## src/sv/u8sd_pkg.sv

```systemverilog
// package: shared types, constants and the lead-byte classifier for the utf-8 decoder
`timescale 1ns / 1ps
package u8sd_pkg;

   localparam int QUEUE_DEPTH = 2;
   localparam int QPTR_W      = $clog2(QUEUE_DEPTH);
   localparam int QCNT_W      = QPTR_W + 1;

   localparam logic [20:0] CP_MIN_2      = 21'h000080;
   localparam logic [20:0] CP_MIN_3      = 21'h000800;
   localparam logic [20:0] CP_MIN_4      = 21'h010000;
   localparam logic [20:0] CP_END_4      = 21'h110000;
   localparam logic [20:0] CP_ESC_BASE   = 21'h00EE00;
   localparam logic [20:0] CP_ESC_LAST   = 21'h00EEFF;

   localparam logic [7:0] LEAD_ASCII_END = 8'h80;
   localparam logic [7:0] LEAD_2_START   = 8'hC2;
   localparam logic [7:0] LEAD_3_START   = 8'hE0;
   localparam logic [7:0] LEAD_4_START   = 8'hF0;
   localparam logic [7:0] LEAD_4_END     = 8'hF8;

   localparam logic [2:0] SEQ_BAD = 3'd0;
   localparam logic [2:0] SEQ_1   = 3'd1;
   localparam logic [2:0] SEQ_2   = 3'd2;
   localparam logic [2:0] SEQ_3   = 3'd3;
   localparam logic [2:0] SEQ_4   = 3'd4;

   typedef struct packed {
      logic [7:0] data_byte;
      logic       end_of_buffer;
   } req_type;

   typedef struct packed {
      logic [20:0] code_point;
      logic        decode_error;
      logic [2:0]  bytes_used;
      logic        last_of_run;
   } rsp_type;

   typedef struct packed {
      logic [7:0] data_byte;
      logic       end_of_buffer;
      logic [2:0] seq_len;
   } q_item_type;

   function automatic logic [2:0] seq_length(input logic [7:0] lead);
      logic [2:0] len;
      if (lead < LEAD_ASCII_END) len = SEQ_1;
      else if (lead < LEAD_2_START) len = SEQ_BAD;
      else if (lead < LEAD_3_START) len = SEQ_2;
      else if (lead < LEAD_4_START) len = SEQ_3;
      else if (lead < LEAD_4_END) len = SEQ_4;
      else len = SEQ_BAD;
      return len;
   endfunction

endpackage

```

## src/sv/utf8_stream_decoder_core.sv

```systemverilog
// top level: utf-8 byte stream decoder with error escapes
//
//   channel  direction  ports                               payload
//   req      in         req_valid, req_ready, req_data      data_byte, end_of_buffer
//   rsp      out        rsp_valid, rsp_ready, rsp_data      code_point, decode_error,
//                                                           bytes_used, last_of_run
//
// the back end loads each byte into its window, then gives the results that it allows
// before it takes the next byte; a request that only waits for more bytes gives none
// a two-entry queue lets the front take requests while the back end works
// reset is synchronous and clears the queue, the pending byte count and rsp_valid
// with rsp_ready low the result register holds and the back end stops; the front
// keeps taking requests until the queue is full
`timescale 1ns / 1ps
module utf8_stream_decoder_core (
   input  logic               clock,
   input  logic               reset,
   input  logic               req_valid,
   output logic               req_ready,
   input  u8sd_pkg::req_type  req_data,
   output logic               rsp_valid,
   input  logic               rsp_ready,
   output u8sd_pkg::rsp_type  rsp_data
);

   logic                  q_valid;
   logic                  q_ready;
   u8sd_pkg::q_item_type  q_item;

   u8sd_front u_front (
      .clock     (clock),
      .reset     (reset),
      .req_valid (req_valid),
      .req_ready (req_ready),
      .req_data  (req_data),
      .q_valid   (q_valid),
      .q_ready   (q_ready),
      .q_item    (q_item)
   );

   u8sd_back u_back (
      .clock     (clock),
      .reset     (reset),
      .q_valid   (q_valid),
      .q_ready   (q_ready),
      .q_item    (q_item),
      .rsp_valid (rsp_valid),
      .rsp_ready (rsp_ready),
      .rsp_data  (rsp_data)
   );

endmodule

```

## src/sv/u8sd_front.sv

```systemverilog
// front end: accepts request bytes, classifies the lead length and queues them
`timescale 1ns / 1ps
module u8sd_front (
   input  logic                  clock,
   input  logic                  reset,
   input  logic                  req_valid,
   output logic                  req_ready,
   input  u8sd_pkg::req_type     req_data,
   output logic                  q_valid,
   input  logic                  q_ready,
   output u8sd_pkg::q_item_type  q_item
);

   u8sd_pkg::q_item_type           q_mem [u8sd_pkg::QUEUE_DEPTH];
   logic [u8sd_pkg::QPTR_W-1:0]    wr_ptr_ff, wr_ptr_in;
   logic [u8sd_pkg::QPTR_W-1:0]    rd_ptr_ff, rd_ptr_in;
   logic [u8sd_pkg::QCNT_W-1:0]    count_ff, count_in;
   logic                           push, pop;
   u8sd_pkg::q_item_type           new_item;

   assign req_ready = (count_ff < u8sd_pkg::QCNT_W'(u8sd_pkg::QUEUE_DEPTH));
   assign q_valid   = (count_ff != '0);
   assign q_item    = q_mem[rd_ptr_ff];
   assign push      = req_valid && req_ready;
   assign pop       = q_valid && q_ready;

   always_comb begin
      new_item.data_byte     = req_data.data_byte;
      new_item.end_of_buffer = req_data.end_of_buffer;
      new_item.seq_len       = u8sd_pkg::seq_length(req_data.data_byte);
   end

   always_comb begin
      wr_ptr_in = wr_ptr_ff;
      rd_ptr_in = rd_ptr_ff;
      count_in  = count_ff;
      if (push) begin
         wr_ptr_in = (wr_ptr_ff == u8sd_pkg::QPTR_W'(u8sd_pkg::QUEUE_DEPTH - 1)) ?
                     '0 : wr_ptr_ff + 1'b1;
      end
      if (pop) begin
         rd_ptr_in = (rd_ptr_ff == u8sd_pkg::QPTR_W'(u8sd_pkg::QUEUE_DEPTH - 1)) ?
                     '0 : rd_ptr_ff + 1'b1;
      end
      if (push && !pop) count_in = count_ff + 1'b1;
      else if (pop && !push) count_in = count_ff - 1'b1;
   end

   always_ff @(posedge clock) begin
      if (reset) begin
         wr_ptr_ff <= '0;
         rd_ptr_ff <= '0;
         count_ff  <= '0;
      end else begin
         wr_ptr_ff <= wr_ptr_in;
         rd_ptr_ff <= rd_ptr_in;
         count_ff  <= count_in;
      end
   end

   always_ff @(posedge clock) begin
      if (push) begin
         q_mem[wr_ptr_ff] <= new_item;
      end
   end

   a_count_range: assert property (@(posedge clock) disable iff (reset)
      count_ff <= u8sd_pkg::QCNT_W'(u8sd_pkg::QUEUE_DEPTH))
      else $error("queue count beyond depth");

   a_count_track: assert property (@(posedge clock) disable iff (reset)
      (push && !pop) |=> count_ff == $past(count_ff) + 1'b1)
      else $error("queue count missed a push");

   a_empty_ptrs: assert property (@(posedge clock) disable iff (reset)
      (count_ff == '0) |-> (wr_ptr_ff == rd_ptr_ff))
      else $error("empty queue with unequal pointers");

endmodule

```

## src/sv/u8sd_back.sv

```systemverilog
// back end: pending byte window, sequence check and registered result stage
`timescale 1ns / 1ps
module u8sd_back (
   input  logic                  clock,
   input  logic                  reset,
   input  logic                  q_valid,
   output logic                  q_ready,
   input  u8sd_pkg::q_item_type  q_item,
   output logic                  rsp_valid,
   input  logic                  rsp_ready,
   output u8sd_pkg::rsp_type     rsp_data
);

   logic [7:0]            byte_ff [4];
   logic [7:0]            byte_in [4];
   logic [2:0]            len_ff  [4];
   logic [2:0]            len_in  [4];
   logic [2:0]            cnt_ff, cnt_in;
   logic                  eob_ff, eob_in;
   logic                  busy_ff, busy_in;
   logic                  rsp_valid_ff, rsp_valid_in;
   u8sd_pkg::rsp_type     rsp_ff, rsp_in;

   logic                  pop;
   logic [2:0]            lead_len;
   logic                  brk, ok, cont1, cont2, cont3;
   logic [20:0]           v2, v3, v4, cp;
   logic                  ok2, ok3, ok4;
   logic [2:0]            used, rem, next_len;
   logic                  last, fire;
   logic [2:0]            src;

   assign q_ready   = !busy_ff;
   assign pop       = q_valid && !busy_ff;
   assign rsp_valid = rsp_valid_ff;
   assign rsp_data  = rsp_ff;

   always_comb begin
      lead_len = len_ff[0];
      cont1    = (byte_ff[1][7:6] == 2'b10);
      cont2    = (byte_ff[2][7:6] == 2'b10);
      cont3    = (byte_ff[3][7:6] == 2'b10);
      v2 = {10'd0, byte_ff[0][4:0], byte_ff[1][5:0]};
      v3 = {5'd0, byte_ff[0][3:0], byte_ff[1][5:0], byte_ff[2][5:0]};
      v4 = {byte_ff[0][2:0], byte_ff[1][5:0], byte_ff[2][5:0], byte_ff[3][5:0]};
      ok2 = cont1 && (v2 >= u8sd_pkg::CP_MIN_2);
      // 3-byte results in the escape window are refused
      ok3 = cont1 && cont2 && (v3 >= u8sd_pkg::CP_MIN_3) &&
            !((v3 >= u8sd_pkg::CP_ESC_BASE) && (v3 <= u8sd_pkg::CP_ESC_LAST));
      ok4 = cont1 && cont2 && cont3 && (v4 >= u8sd_pkg::CP_MIN_4) &&
            (v4 < u8sd_pkg::CP_END_4);

      // wait for more bytes unless the buffer is ending
      brk = (lead_len > u8sd_pkg::SEQ_1) && (cnt_ff < lead_len) && !eob_ff;

      ok = 1'b0;
      cp = u8sd_pkg::CP_ESC_BASE + {13'd0, byte_ff[0]};
      if (cnt_ff >= lead_len) begin
         case (lead_len)
            u8sd_pkg::SEQ_2: begin
               ok = ok2;
               cp = ok2 ? v2 : cp;
            end
            u8sd_pkg::SEQ_3: begin
               ok = ok3;
               cp = ok3 ? v3 : cp;
            end
            u8sd_pkg::SEQ_4: begin
               ok = ok4;
               cp = ok4 ? v4 : cp;
            end
            default: begin
               ok = 1'b0;
            end
         endcase
      end
      if (lead_len == u8sd_pkg::SEQ_1) begin
         cp = {13'd0, byte_ff[0]};
      end

      used     = ok ? lead_len : 3'd1;
      rem      = cnt_ff - used;
      next_len = len_ff[used[1:0]];
      // last result when nothing is left or the next lead must wait
      last = (rem == 3'd0) ||
             (!eob_ff && (next_len > u8sd_pkg::SEQ_1) && (rem < next_len));
      fire = busy_ff && !brk && (!rsp_valid_ff || rsp_ready);
   end

   always_comb begin
      byte_in      = byte_ff;
      len_in       = len_ff;
      cnt_in       = cnt_ff;
      eob_in       = eob_ff;
      busy_in      = busy_ff;
      rsp_valid_in = rsp_valid_ff && !rsp_ready;
      rsp_in       = rsp_ff;
      src          = 3'd0;

      if (pop) begin
         byte_in[cnt_ff[1:0]] = q_item.data_byte;
         len_in[cnt_ff[1:0]]  = q_item.seq_len;
         cnt_in               = cnt_ff + 3'd1;
         eob_in               = q_item.end_of_buffer;
         busy_in              = 1'b1;
      end else if (busy_ff && brk) begin
         busy_in = 1'b0;
      end else if (fire) begin
         for (int i = 0; i < 4; i++) begin
            src = 3'(i) + used;
            if (src < 3'd4) begin
               byte_in[i] = byte_ff[src[1:0]];
               len_in[i]  = len_ff[src[1:0]];
            end
         end
         cnt_in                = rem;
         busy_in               = !last;
         rsp_valid_in          = 1'b1;
         rsp_in.code_point     = cp;
         rsp_in.decode_error   = (lead_len != u8sd_pkg::SEQ_1) && !ok;
         rsp_in.bytes_used     = used;
         rsp_in.last_of_run    = last;
      end
   end

   always_ff @(posedge clock) begin
      if (reset) begin
         cnt_ff       <= '0;
         busy_ff      <= 1'b0;
         rsp_valid_ff <= 1'b0;
      end else begin
         cnt_ff       <= cnt_in;
         busy_ff      <= busy_in;
         rsp_valid_ff <= rsp_valid_in;
      end
   end

   always_ff @(posedge clock) begin
      byte_ff <= byte_in;
      len_ff  <= len_in;
      eob_ff  <= eob_in;
      rsp_ff  <= rsp_in;
   end

   a_busy_count: assert property (@(posedge clock) disable iff (reset)
      busy_ff |-> (cnt_ff != 3'd0) && (cnt_ff <= 3'd4))
      else $error("working with an empty or overfull byte window");

   a_idle_room: assert property (@(posedge clock) disable iff (reset)
      !busy_ff |-> cnt_ff <= 3'd3)
      else $error("no room for the next byte while idle");

   a_eob_drains: assert property (@(posedge clock) disable iff (reset)
      (fire && last && eob_ff) |=> (cnt_ff == 3'd0))
      else $error("bytes left pending after end of buffer");

endmodule
```

## config.mk

```make
export PLATFORM = sky130hd
export DESIGN_NAME = utf8_stream_decoder_core
export DESIGN_NICKNAME = d
export VERILOG_FILES = /design/src/sv/u8sd_pkg.sv /design/src/sv/utf8_stream_decoder_core.sv /design/src/sv/u8sd_front.sv /design/src/sv/u8sd_back.sv
export SDC_FILE = /design/constraint.sdc
export NUM_CORES = 1
export LEC_CHECK = 0
export BUFFER_PORTS_ARGS = -buffer_cell sky130_fd_sc_hd__buf_2
export CAP_MARGIN = 20
export CORE_UTILIZATION = 35
export CTS_CLUSTER_DIAMETER = 100
export CTS_CLUSTER_SIZE = 10
export DETAILED_ROUTE_END_ITERATION = 10
export SETUP_SLACK_MARGIN = 0.2
export SLEW_MARGIN = 5
export SYNTH_ARGS = -nofsm -noshare
export SYNTH_HDL_FRONTEND = slang
export SYNTH_SLANG_ARGS = --single-unit
```

## constraint.sdc

```tcl
create_clock -name clock -period 6.97 [get_ports clock]
set_input_delay 0.697 -clock clock [delete_from_list [all_inputs] [get_ports clock]]
set_output_delay 0.697 -clock clock [all_outputs]
set_load 0.05 [all_outputs]
```

### After elaboration in Yosys (flattened, before gate mapping)

Memory sizes are Yosys's and may differ from the RTL's. A register that Yosys moved wholly into a read port is not among the register bits.
Index checks and enable logic that the tools add are counted.

* multiply operators: 0
* muxes and demuxes: 75
* order comparisons: 27
* div/mod/pow operators: 0
* reduce and logical (&&, ||, !) cells: 49
* shift operators: 0
* bitwise gates (word level): 7
* add/sub/neg operators: 10
* equality and inequality tests: 9

Operator list (number)
* two-way mux 8 bit: 14
* two-way mux 32 bit: 3
* two-way mux 21 bit: 4
* two-way mux 3 bit: 22
* binary-select mux 8 bit (select 2 bit): 4
* one-hot mux 21 bit (3 select lines): 1
* less-than comparator 8 bit (second input constant): 5
* two-way mux 12 bit: 3
* bitwise mux 32 bit: 1
* binary-select mux 3 bit (select 2 bit): 4
* logical AND 1 bit: 22
* greater-or-equal comparator 21 x 17 -> 1 bit (second input constant): 1
* less-than comparator 21 bit (second input constant): 1
* adder 16 x 8 -> 17 bit (first input constant): 1
* demux 8 bit (select 2 bit): 1
* greater-or-equal comparator 16 x 12 -> 1 bit (second input constant): 1
* greater-or-equal comparator 16 bit (second input constant): 1
* <= comparator 16 bit (second input constant): 1
* greater-or-equal comparator 3 bit (second input constant): 5
* inverter 2 -> 3 bit: 5
* AND reduction 3 bit: 5
* nonzero test 2 bit: 7
* two-way mux 1 bit: 13
* bitwise mux 12 bit: 1
* 29 further kinds: 51

* ROM bits: 0
* input bits: 13
* output and inout bits: 28
* bits in latches: 0
* bits in writable memories: 24
* flip-flop bits (word level): 80
* memories: 1

Memories
* u_front.q_mem: words 2, bits a word 12, read ports 1, clocked after Yosys merged registers in 1, wr ports 1, line u8sd_front.sv:14 `u8sd_pkg::q_item_type q_mem [u8sd_pkg::QUEUE_DEPTH];`

### Logic depth before layout (Yosys ltp)

Gate-level depths: netlist (run 1).

* word-level depth: 20
* mapped depth: 18
* mapped depth without buffers: 16

### Cells and area by module

From an unflattened synthesis (run 1), not the netlist that was laid out.

* cell total of the unflattened synthesis: 550
* area, all modules: 6083.3 um^2

By module, submodules not included
* u8sd_back: seq. area each 2232.1 um^2, cells each 481, area each 4969.8 um^2, times used 1
* u8sd_front: seq. area each 820.8 um^2, cells each 69, area each 1113.6 um^2, times used 1

### Least setup slack after synthesis (run 1)

No wires, ideal clock.

* path type: register to register
* start: register u_back.len_ff, in the netlist u_back.lead_len[2]
* end: register u_back.rsp_ff, in the netlist u_back.rsp_data[0], data pin
* slack: 3031 ps
* stages on the path, launching flop included: 17
* clock period less this slack: 3939 ps
* arrival time: 3809 ps
* setup time: 130 ps
* path through: edfxtp_1 > buf_6 > clkbuf_1 > inv_1 > ha_1 > nor2_1 > or3_1 > nor2_4 > clkbuf_1 > inv_1 > ha_1 > inv_1 > fa_1 > ha_1 > o221a_1 > a2111oi_4 > or2_1

* cells in the longest elaborated chain, start to end: 12
* elaborated cells between the ends (all ways): 18
* those cells by class: add/sub: 1; order compare: 3; eq/ne: 3; mux: 6; bitwise: 1; reduce/logical: 4

Ends and longest elaborated chain
* start: declaration: line u8sd_back.sv:16 `logic [2:0] len_ff [4];`
* start signal: assignment: line u8sd_back.sv:140 `len_ff <= len_in;`
* == test 3 bit or == test 3 x 2 -> 1 bit (tied branches): line u8sd_back.sv:59 `case (lead_len)`
* one-hot mux 1 bit (3 select lines): line u8sd_back.sv:59
* two-way mux 1 bit: line u8sd_back.sv:58 `if (cnt_ff >= lead_len) begin`
* two-way mux 3 bit: line u8sd_back.sv:81 `used = ok ? lead_len : 3'd1;`
* inverter 2 -> 3 bit (not written as such): line u8sd_back.sv:83 `next_len = len_ff[used[1:0]];`
* binary-select mux 3 bit (select 2 bit): line u8sd_back.sv:83
* two-way mux 3 bit (not written as such) (2 in series): line u8sd_back.sv:83
* > comparator 3 x 1 -> 1 bit: line u8sd_back.sv:86 `(!eob_ff && (next_len > u8sd_pkg::SEQ_1) && (rem < next_len));`
* logical AND 1 bit (2 in series): line u8sd_back.sv:86
* logical OR 1 bit (*): line u8sd_back.sv:85 `last = (rem == 3'd0) ||`
* net u_back.last: line u8sd_back.sv:30 `logic last, fire;`
* end signal: assignment: line u8sd_back.sv:142 `rsp_ff <= rsp_in;`
* end: declaration: line u8sd_back.sv:22 `u8sd_pkg::rsp_type rsp_ff, rsp_in;`

The timed path passes the listed nets; every way through them passes the cells marked *. The select of a mux whose other input is x is not followed.
A chain may end at the register's enable or synchronous reset.

==> results of run 1 <==
-- cell type report --
cell class	count	area, µm²
clock buffer	13	250.2
clock inverter	3	17.52
fill	1599	10000
inverter	13	48.80
multi-input combinational	368	2628
sequential	105	3053
tap	220	275.3
timing repair buffer	47	252.7
-- per-layer routing --
metal	vias to the layer above	wire length, µm	global-route usage
met1	2151	6581	0.2443
met5	-	0	0
met2	218	7022	0.2810
met4	0	299	0.07494
met3	30	1243	0.03383
li1	2035	-	-
-- critical path, delay by kind of cell (launching register included) --
family,cells,cell delay [ns]
mux,1,0.59
fa+ha+maj,1,0.68
simple gates,2,0.74
flops,1,0.77
compound gates,4,1.59
buf+inv,1,0.42
-- layout by cell type (no fill, tap or decap), types with 11 or more instances in the layout --
cell type	Yosys	routed
inv_1	11	11
o21ai_0	32	32
buf_2	6	40
a21oi_1	33	32
mux2i_1	46	46
nand2_1	68	68
ha_1	13	13
a22o_1	22	22
edfxtp_1	95	95
nor2_1	32	32
-- registers in the layout, summed over array words and instances, names as in the netlist, named ones only --
| register | flops |
|---|---|
| u_back.lead_len | 3 |
| u_back.cnt_ff | 3 |
| u_back.len_ff | 9 |
| u_front.q_mem | 24 |
| u_front.count_ff | 2 |
| u_back.eob_ff | 1 |
| u_back.byte_ff | 32 |
| u_back.busy_ff | 1 |
| u_back.rsp_valid | 1 |
| u_front.rd_ptr_ff | 1 |
| u_front.wr_ptr_ff | 1 |
| u_back.rsp_data | 26 |
-- cells by family after synthesis --
| logic type | after synthesis | share of synthesized area |
|---|---|---|
| and+or+nand+nor | 153 | 0.1293 |
| muxes | 52 | 0.09869 |
| AOI/OAI and AO/OA | 140 | 0.1701 |
| DFF | 105 | 0.5156 |
| adders and majority gates | 14 | 0.03085 |
| buffers and inverters | 52 | 0.04205 |
| xor gates and xnor gates | 9 | 0.01331 |
-- worst max path at each step --
stage | start | slack, ns | to
floorplan | u_back.lead_len[2]$_DFFE_PP_ | 3.03 | u_back.rsp_data[0]$_DFFE_PP_
global placement | u_back.lead_len[0]$_DFFE_PP_ | 2.19 | u_back.byte_ff[0]$_DFFE_PP_
detailed placement | u_back.lead_len[0]$_DFFE_PP_ | 1.94 | u_back.byte_ff[0]$_DFFE_PP_
CTS | u_back.lead_len[0]$_DFFE_PP_ | 1.96 | u_back.byte_ff[0]$_DFFE_PP_
global route | u_back.lead_len[0]$_DFFE_PP_ | 1.54 | u_back.byte_ff[0]$_DFFE_PP_
finish | u_back.lead_len[0]$_DFFE_PP_ | 1.89 | u_back.byte_ff[0]$_DFFE_PP_
-- per-stage QoR --
stage / utilization / power, W
3_3_place_gp: 0.3782 / 0.002443
2_1_floorplan: - / 0.002116
6_report: 0.3949 / 0.002952
3_5_place_dp: 0.3782 / 0.002474
5_1_grt: 0.3949 / 0.003106
4_1_cts: 0.3944 / 0.002953
-- power breakdown --
group          total (W)  switching [W]  internal (W)
Combinational    0.00124       0.000803      0.000433
Clock           0.000464       0.000213      0.000251
Sequential       0.00125       0.000255      0.000996
==> impl_metrics.csv, run 1 <==
group,metric,value,unit
outcome,status,"finished, final reports clean",
die,dieArea,17440,µm²
finish,design_area,6525,µm²
sta,max_freq,196.9,MHz
sta,clock_skew,0.01285,ns
critical_path,crit_path_start_kind,"register",
sta,finalSetupViolCount,0,
critical_path,crit_type,"reg -> reg",
min_path,min_path_cells,2,
drt,drtAntennaViolNets,0,
critical_path,crit_chain,"and2b_1, o2111ai_1, a21oi_1, o31a_1, nand2_2, inv_2, ha_1, mux4_2, a22o_1",
critical_path,rr_worst_depth,9,
clock_tree,numCtsBuffers,9,
global_routing,grt_pass1_wl,24.07,mm
synthesis,yosysMostFrequentCell,"edfxtp_1",
synthesis,yosys-top-cells-count,"edfxtp_1 (95), nand2_1 (68), mux2i_1 (46), a21oi_1 (33)",
power_and_ir_drop,power_leakage,2.423,nW
place,placed_cells,752,
global_routing,antenna_found_initial,0,
critical_path,cp.arrival,5.19,ns
clock_tree,root_buffer,"clkbuf_16",
clock_tree,htreeDepth,3,
global_routing,grt_usage,0.1797,
clock_tree,ctsHoldBuffers,0,
drt,drt-total-wl,15.15,mm
global_routing,grt_start_max_net_pins,48,
synthesis,yosysWarnings,0,
power_and_ir_drop,powerDensity,452.3,nW/µm²
synthesis,ys_seq_area_frac,0.5156,
synthesis,syn_area,5921,µm²
synthesis,yosysUniqueCellTypes,64,
clock_tree,post_cts_resized,0,
clock_tree,cts_tree,"built",
clock_tree,ctsLongestPathBuffers,2,
power_and_ir_drop,ir_drop,0.0001728,V
critical_path,reg2reg_from,"u_back.lead_len[0]$_DFFE_PP_",
critical_path,slowest_stage,"edfxtp_1",
die,initial_core_util,0.3583,
finish,layout.nets,571,
clock_tree,post_cts_buffers,0,
synthesis,synth.area.top_cells,"edfxtp_1 (48%), mux2i_1 (7.8%), nand2_1 (4.3%)",
synthesis,avgSynthCellArea,11.28,µm²
synthesis,syn_inst,525,
place,io_buffer_count,40,
critical_path,crit_fanout,21,
min_path,min_to,"u_front.rd_ptr_ff$_SDFFE_PP0P_",
sta,relSlewSlack,0.3977,
global_routing,overflow,0,
drt,drtIter0Drc,546,
finish,fin_cells,769,
place,dp_hpwl,10.59,mm
clock_tree,cts.sinks,105,
run,max_cap_violations,0,
sta,fin_crit_sh,0.7288,
drt,dr_total_vias,4434,
finish,synthToLayoutAreaGrowth,10.21,%
sta,rsz0062_at_grt,"no",
critical_path,endpoint_kind,"register",
min_path,min_from,"u_front.rd_ptr_ff$_SDFFE_PP0P_",
drt,first_pass_iters,7,
die,die_w,132.1,µm
min_path,hold_path_class,"reg -> reg",
drt,remaining_drc_errors,0,
clock_tree,clk_latency,0.35,ns
die,io_pins,41,
synthesis,synthesis.nets,552,
synthesis,netlist.area_leader.share,0.4818,
die,die_h,132.1,µm
die,rows,47,
synthesis,ys.flop_type,"edfxtp_1",
clock_tree,clk_pin_slew,0.07,ns
sta,slew_violations,0,
place,place_congestion,0.8865,
synthesis,synth_edf_count,95,
finish,drive_above_1_share,0.1530,
sta,hold_ws,0.5150,ns
drt,routedWlPerCell,19.70,µm
global_routing,grt_pass1_vias,4286,
finish,diodes,0,
sta,fin_crit,5.079,ns
synthesis,synthArstFlopShare,0,
place,dpl-instance-area,6250,µm²
critical_path,r2r_end,"u_back.byte_ff[0]$_DFFE_PP_",
synthesis,synth-seq-cells,105,
drt,vias_per_cell,5.766,
critical_path,rrSetupSlack,1.89,ns
place,pre_cts_ws,1.939,ns
die,coreArea,16520,µm²
critical_path,cp.required,7.08,ns
sta,finalSetupTns,0,ns
synthesis,synth_top_cell_by_area,"edfxtp_1",
critical_path,critical_path.max_stage_delay,0.77,ns
sta,worst_pin_slew,0.9035,ns
sta,fin_ws,1.891,ns
sta,hold_viol_final,0,
Power figures use the tool's default switching activity.
==> run 2: changes to the inputs <==
Settings changed: ABC_AREA set to 1.
Clock period 6.97 ns to 4.85 ns, I/O delays scaled along.
==> run 2 against run 1 <==
- synthesized area fell by 0.82%
- sequential share of layout area fell by 0.13 points
- register-to-register slack got worse by 1.0 ns
- synthesized cell count rose by 20%
- final area rose by 0.29%
- clock skew fell by 0.0041 ns
- worst hold slack got worse by 0.20 ns
- largest cell class unchanged
==> impl_metrics.csv, run 2 <==
group,metric,value,unit
die,rows,46,
synthesis,ys_seq_area_frac,0.5199,
sta,fin_crit_sh,0.8214,
critical_path,crit_chain,"inv_2, ha_1, nand3_1, nand3_1, nand2_4, nor2_8, nand3_4, nor2_4, inv_2, fa_1, xor2_1, xnor2_1, inv_1, ha_1, a211o_1, inv_1, nand3_2, nand2_2, nand2_1, nand2_1, a21oi_2",
synthesis,synth.area.top_cells,"edfxtp_1 (49%), o22ai_1 (6.4%), o21ai_0 (6.1%)",
finish,largest_reg_flops,32,
clock_tree,cts_tree,"built",
synthesis,avgSynthCellArea,9.291,µm²
sta,rsz0062_at_grt,"no",
clock_tree,ctsLongestPathBuffers,2,
clock_tree,root_buffer,"clkbuf_16",
finish,synthToLayoutAreaGrowth,11.44,%
drt,remaining_drc_errors,0,
global_routing,overflow,0,
drt,drtAntennaViolNets,0,
drt,first_pass_iters,5,
clock_tree,htreeDepth,3,
finish,diodes,0,
finish,final_cell_mix,"edfxtp_1 (95), nand2_1 (93), o21ai_0 (71), inv_1 (66), nor2_1 (62)",
critical_path,endpoint_kind,"register",
critical_path,crit_type,"reg -> reg",
sta,fin_crit,3.984,ns
die,dieArea,17300,µm²
clock_tree,cts.sinks,105,
critical_path,cp.arrival,4.24,ns
place,pre_cts_ws,0.8816,ns
finish,layout_commonest_cell,"edfxtp_1",
clock_tree,post_cts_buffers,0,
finish,fin_cells,880,
outcome,status,"finished, final reports clean",
drt,vias_per_cell,5.535,
global_routing,antenna_found_initial,0,
clock_tree,clk_latency,0.36,ns
synthesis,syn_area,5872,µm²
run,max_cap_violations,0,
sta,finalSetupTns,0,ns
die,die_w,131.5,µm
sta,slew_violations,0,
clock_tree,clk_pin_slew,0.08,ns
synthesis,netlist.area_leader.share,0.4858,
critical_path,slowest_stage,"fa_1",
synthesis,yosys-top-cells-count,"edfxtp_1 (95), nand2_1 (93), o21ai_0 (71), inv_1 (66), nor2_1 (62)",
clock_tree,ctsHoldBuffers,0,
sta,max_freq,251.0,MHz
place,io_buffer_count,40,
finish,drive_above_1_share,0.1611,
place,place_congestion,0.8573,
die,die_h,131.5,µm
drt,drt-total-wl,15.45,mm
synthesis,yosysWarnings,0,
critical_path,cp.required,5.10,ns
critical_path,critical_path.max_stage_delay,0.50,ns
synthesis,ys.flop_type,"edfxtp_1",
min_path,hold_path_class,"in -> reg",
sta,finalSetupViolCount,0,
clock_tree,numCtsBuffers,9,
critical_path,crit_path_start_kind,"register",
synthesis,synth-seq-cells,105,
finish,fill_cells,1621,
synthesis,synth_top_cell_by_area,"edfxtp_1",
global_routing,grt_start_max_net_pins,61,
global_routing,grt_pass1_vias,4525,
sta,worst_pin_slew,1.056,ns
place,placed_cells,864,
synthesis,synthArstFlopShare,0,
synthesis,yosysUniqueCellTypes,49,
die,io_pins,41,
synthesis,synth_edf_count,95,
synthesis,syn_inst,632,
drt,dr_total_vias,4871,
critical_path,crit_fanout,23,
synthesis,synthesis.nets,659,
sta,relSlewSlack,0.2933,
sta,hold_viol_final,0,
global_routing,grt_pass1_wl,24.55,mm
die,initial_core_util,0.3644,
finish,regMostFlops,"u_back.byte_ff",
die,coreArea,16120,µm²
global_routing,grt_usage,0.1819,
drt,routedWlPerCell,17.56,µm
sta,clock_skew,0.008705,ns
clock_tree,post_cts_resized,0,
drt,drtIter0Drc,701,
sta,fin_ws,0.8664,ns
finish,layout.nets,686,
place,dp_hpwl,10.60,mm
synthesis,yosysMostFrequentCell,"edfxtp_1",
sta,hold_ws,0.3145,ns
## run 2: cell types whose count changed after synthesis, moves of 25 or more
cell	previous run	this run
o22ai_1	3	60
inv_1	11	66
o21ai_0	32	71
mux2i_1	46	11
nor2_1	32	62
nand2_1	68	93
## run 2: path summary, 6_finish.rpt
path	startpoint	to	slack (ns)	depth (start not counted)
hold reg to reg	u_back.rsp_valid$_SDFF_PP0_	u_back.rsp_valid$_SDFF_PP0_	0.50	2
setup / recovery	u_back.lead_len[1]$_DFFE_PP_	u_back.busy_ff$_SDFFE_PP0P_	0.87	21
setup reg to reg	u_back.lead_len[1]$_DFFE_PP_	u_back.busy_ff$_SDFFE_PP0P_	0.87	21
hold / removal	req_data[0]	u_front.q_mem[1][3]$_DFFE_PP_	0.31	1
## run 2: area by class of cell
| type | instances | area (µm²) | share of cell area |
|---|---|---|---|
| Clock buffer | 9 | 225.2 | 0.03442 |
| Clock inverter | 7 | 56.30 | 0.008604 |
| Inverter | 74 | 280.3 | 0.04283 |
| Multi-Input combinational cell | 423 | 2394 | 0.3658 |
| Sequential cell | 105 | 3053 | 0.4665 |
| Tap cell | 216 | 270.3 | 0.04130 |
| Timing Repair Buffer | 46 | 265.3 | 0.04054 |
## run 2: worst max-delay path: cells and delay by family (launching register included)
kind            cells  cell delay (ns)
buf+inv             4             0.46
flops               1             0.46
simple gates       10             1.12
xor+xnor            2             0.39
compound gates      2             0.34
fa+ha+maj           3             1.12
## run 2: stage by stage
stage,instance area (µm²),util
6_report,6544,0.4061
5_1_grt,6544,0.4061
4_1_cts,6544,0.4061
3_5_place_dp,6262,0.3886
3_3_place_gp,6235,0.3869
2_1_floorplan,5872,-
## run 2: metal layers
layer	vias up	track usage	part of all wire
met4	0	0.07558	0.021
met2	267	0.2787	0.45
met5	-	0	0
met1	2287	0.2478	0.45
met3	32	0.03897	0.083
li1	2285	-	-
## run 2: cell families (layout without fill, tap and decap cells)
| logic type | Yosys count | count (layout) | share of synthesized area |
|---|---|---|---|
| fa+ha+maj | 14 | 14 | 0.03111 |
| flops | 105 | 105 | 0.5199 |
| buf+inv | 104 | 136 | 0.07245 |
| mux | 12 | 12 | 0.02067 |
| compound gates | 180 | 180 | 0.1805 |
| xor+xnor | 3 | 3 | 0.004476 |
| simple gates | 214 | 214 | 0.1709 |
Power of run 2 is left out: the tool's default activity adds up to more than one toggle a clock period on the data nets, which glitch-free logic cannot reach.
==> run 3: changes to the inputs <==
Clock period 4.85 ns to 4.1 ns, I/O delays scaled along.
==> run 3 against run 2 <==
- die area did not move
- worst hold slack worse by 0.073 ns
- critical path depth stayed put
- clock-buffer cell count grew 1
- sequential cell count did not move
- first-iteration DRC count decreased by 6.1%
- sequential share of layout area shrank 0.22 points
==> impl_metrics.csv, run 3 (same netlist as run 2, synthesis figures left out) <==
group,metric,value,unit
min_path,min_path_cells,1,
finish,layout.nets,692,
clock_tree,htreeDepth,3,
global_routing,overflow,0,
die,io_pins,41,
place,io_buffer_count,40,
drt,met1_length,7.104,mm
drt,routedWlPerCell,17.50,µm
finish,regMostFlops,"u_back.byte_ff",
global_routing,grt_pass1_vias,4402,
finish,largest_reg_flops,32,
min_path,min_from,"req_data[1]",
global_routing,grt_pass1_wl,24.24,mm
drt,drt-total-wl,15.50,mm
sta,clock_skew,0.008018,ns
drt,vias_per_cell,5.414,
die,die_w,131.5,µm
finish,fill_cells,1566,
clock_tree,cts_tree,"built",
place,dp_hpwl,10.58,mm
outcome,status,"finished, final reports clean",
clock_tree,clk_latency,0.36,ns
drt,first_pass_iters,7,
run,max_cap_violations,0,
die,rows,46,
die,coreArea,16120,µm²
finish,diodes,0,
critical_path,rr_worst_depth,21,
clock_tree,ctsLongestPathBuffers,2,
sta,rsz0062_at_grt,"no",
critical_path,cp.required,4.35,ns
clock_tree,post_cts_resized,0,
critical_path,reg2reg_from,"u_back.lead_len[2]$_DFFE_PP_",
clock_tree,cts.sinks,105,
drt,remaining_drc_errors,0,
critical_path,r2r_end,"u_back.busy_ff$_SDFFE_PP0P_",
finish,final_cell_mix,"edfxtp_1 (95), nand2_1 (93), o21ai_0 (71), inv_1 (66), nor2_1 (62)",
sta,fin_crit_sh,0.8962,
sta,relSlewSlack,0.2833,
die,initial_core_util,0.3644,
global_routing,grt_start_max_net_pins,60,
clock_tree,post_cts_buffers,0,
drt,dr_total_vias,4797,
place,place_congestion,0.8938,
finish,seqCellArea,3053,µm²
critical_path,crit_fanout,4,
min_path,hold_path_class,"in -> reg",
sta,finalSetupViolCount,0,
drt,wl_met3,1.264,mm
critical_path,crit_type,"reg -> reg",
global_routing,grt_usage,0.1805,
min_path,min_to,"u_front.q_mem[1][4]$_DFFE_PP_",
critical_path,crit_path_start_kind,"register",
drt,drtAntennaViolNets,0,
global_routing,antenna_found_initial,0,
clock_tree,numCtsBuffers,9,
clock_tree,root_buffer,"clkbuf_16",
drt,wl_met2,6.887,mm
finish,synthToLayoutAreaGrowth,11.98,%
critical_path,endpoint_kind,"register",
sta,fin_crit,3.674,ns
finish,layout_commonest_cell,"edfxtp_1",
die,die_h,131.5,µm
drt,highest_layer,"met4",
finish,multiInputGateArea,2394,µm²
sta,hold_viol_final,0,
clock_tree,clk_pin_slew,0.07,ns
sta,worst_pin_slew,1.071,ns
die,dieArea,17300,µm²
finish,drive_above_1_share,0.1642,
sta,max_freq,272.2,MHz
critical_path,cp.arrival,3.93,ns
clock_tree,ctsHoldBuffers,0,
sta,slew_violations,0,
critical_path,rrSetupSlack,0.43,ns
drt,drtIter0Drc,658,
sta,finalSetupTns,0,ns
-- run 3: cell types whose count changed in the layout (fill, tap and decap cells not counted), sizes merged --
cell,change
clkinv,+1
bufinv,+1
clkinvlp,-2
clkbuf,+1
buf,+6
inv,-1
-- run 3: how the worst max path moves through the flow --
stage | slack, ns | startpoint | cells after the start | to
6_report | 0.43 | u_back.lead_len[2]$_DFFE_PP_ | 21 | u_back.busy_ff$_SDFFE_PP0P_
2_1_floorplan | 0.31 | u_back.lead_len[1]$_DFFE_PP_ | 23 | u_back.busy_ff$_SDFFE_PP0P_
4_1_cts | 0.36 | u_back.lead_len[1]$_DFFE_PP_ | 21 | u_back.busy_ff$_SDFFE_PP0P_
5_1_grt | 0.19 | u_back.lead_len[2]$_DFFE_PP_ | 21 | u_back.busy_ff$_SDFFE_PP0P_
3_3_place_gp | 0.49 | u_back.lead_len[2]$_DFFE_PP_ | 21 | u_back.busy_ff$_SDFFE_PP0P_
3_5_place_dp | 0.38 | u_back.lead_len[1]$_DFFE_PP_ | 21 | u_back.busy_ff$_SDFFE_PP0P_
-- run 3: area by class of cell --
class                   count  area share
repair buffers             52     0.04415
flip-flops and latches    105      0.4643
clock buffers              10     0.03482
multi-input cells         423      0.3640
inverters                  74     0.04263
clock inverters             6    0.008944
well taps                 216     0.04110
-- run 3: stage by stage --
step	setup WS (ns)	std cells	utilization	cell area, µm²	hold slack [ns]
after floorplan	0.3059	632	-	5872	0.4606
after global placement	0.4856	865	0.3878	6250	0.4791
after detailed placement	0.3797	865	0.3878	6250	0.4772
after CTS	0.3586	881	0.4057	6538	0.2375
after global routing	0.1895	886	0.4080	6575	0.2391
final	0.4257	886	0.4080	6575	0.2411
-- run 3: critical path, stage by stage (launching register included) --
cell	delay, ns
edfxtp_1	0.44
inv_2	0.09
ha_1	0.34
a21oi_1	0.22
nand3_1	0.20
nand2_4	0.15
nor2_8	0.04
nand4_1	0.11
ha_1	0.15
inv_1	0.04
fa_1	0.37
xor2_1	0.16
xnor2_1	0.21
inv_1	0.09
ha_1	0.31
a211o_1	0.29
inv_1	0.07
nand3_2	0.07
nand2_2	0.06
nand2_1	0.04
nand2_1	0.07
a21oi_2	0.05
-- run 3: layer usage --
metal / vias to the layer above / global-route usage
met3: 22 / 0.04012
met4: 0 / 0.06460
met2: 226 / 0.2716
met1: 2241 / 0.2529
li1: 2308 / -
met5: - / 0
Power of run 3 is left out for the same reason.
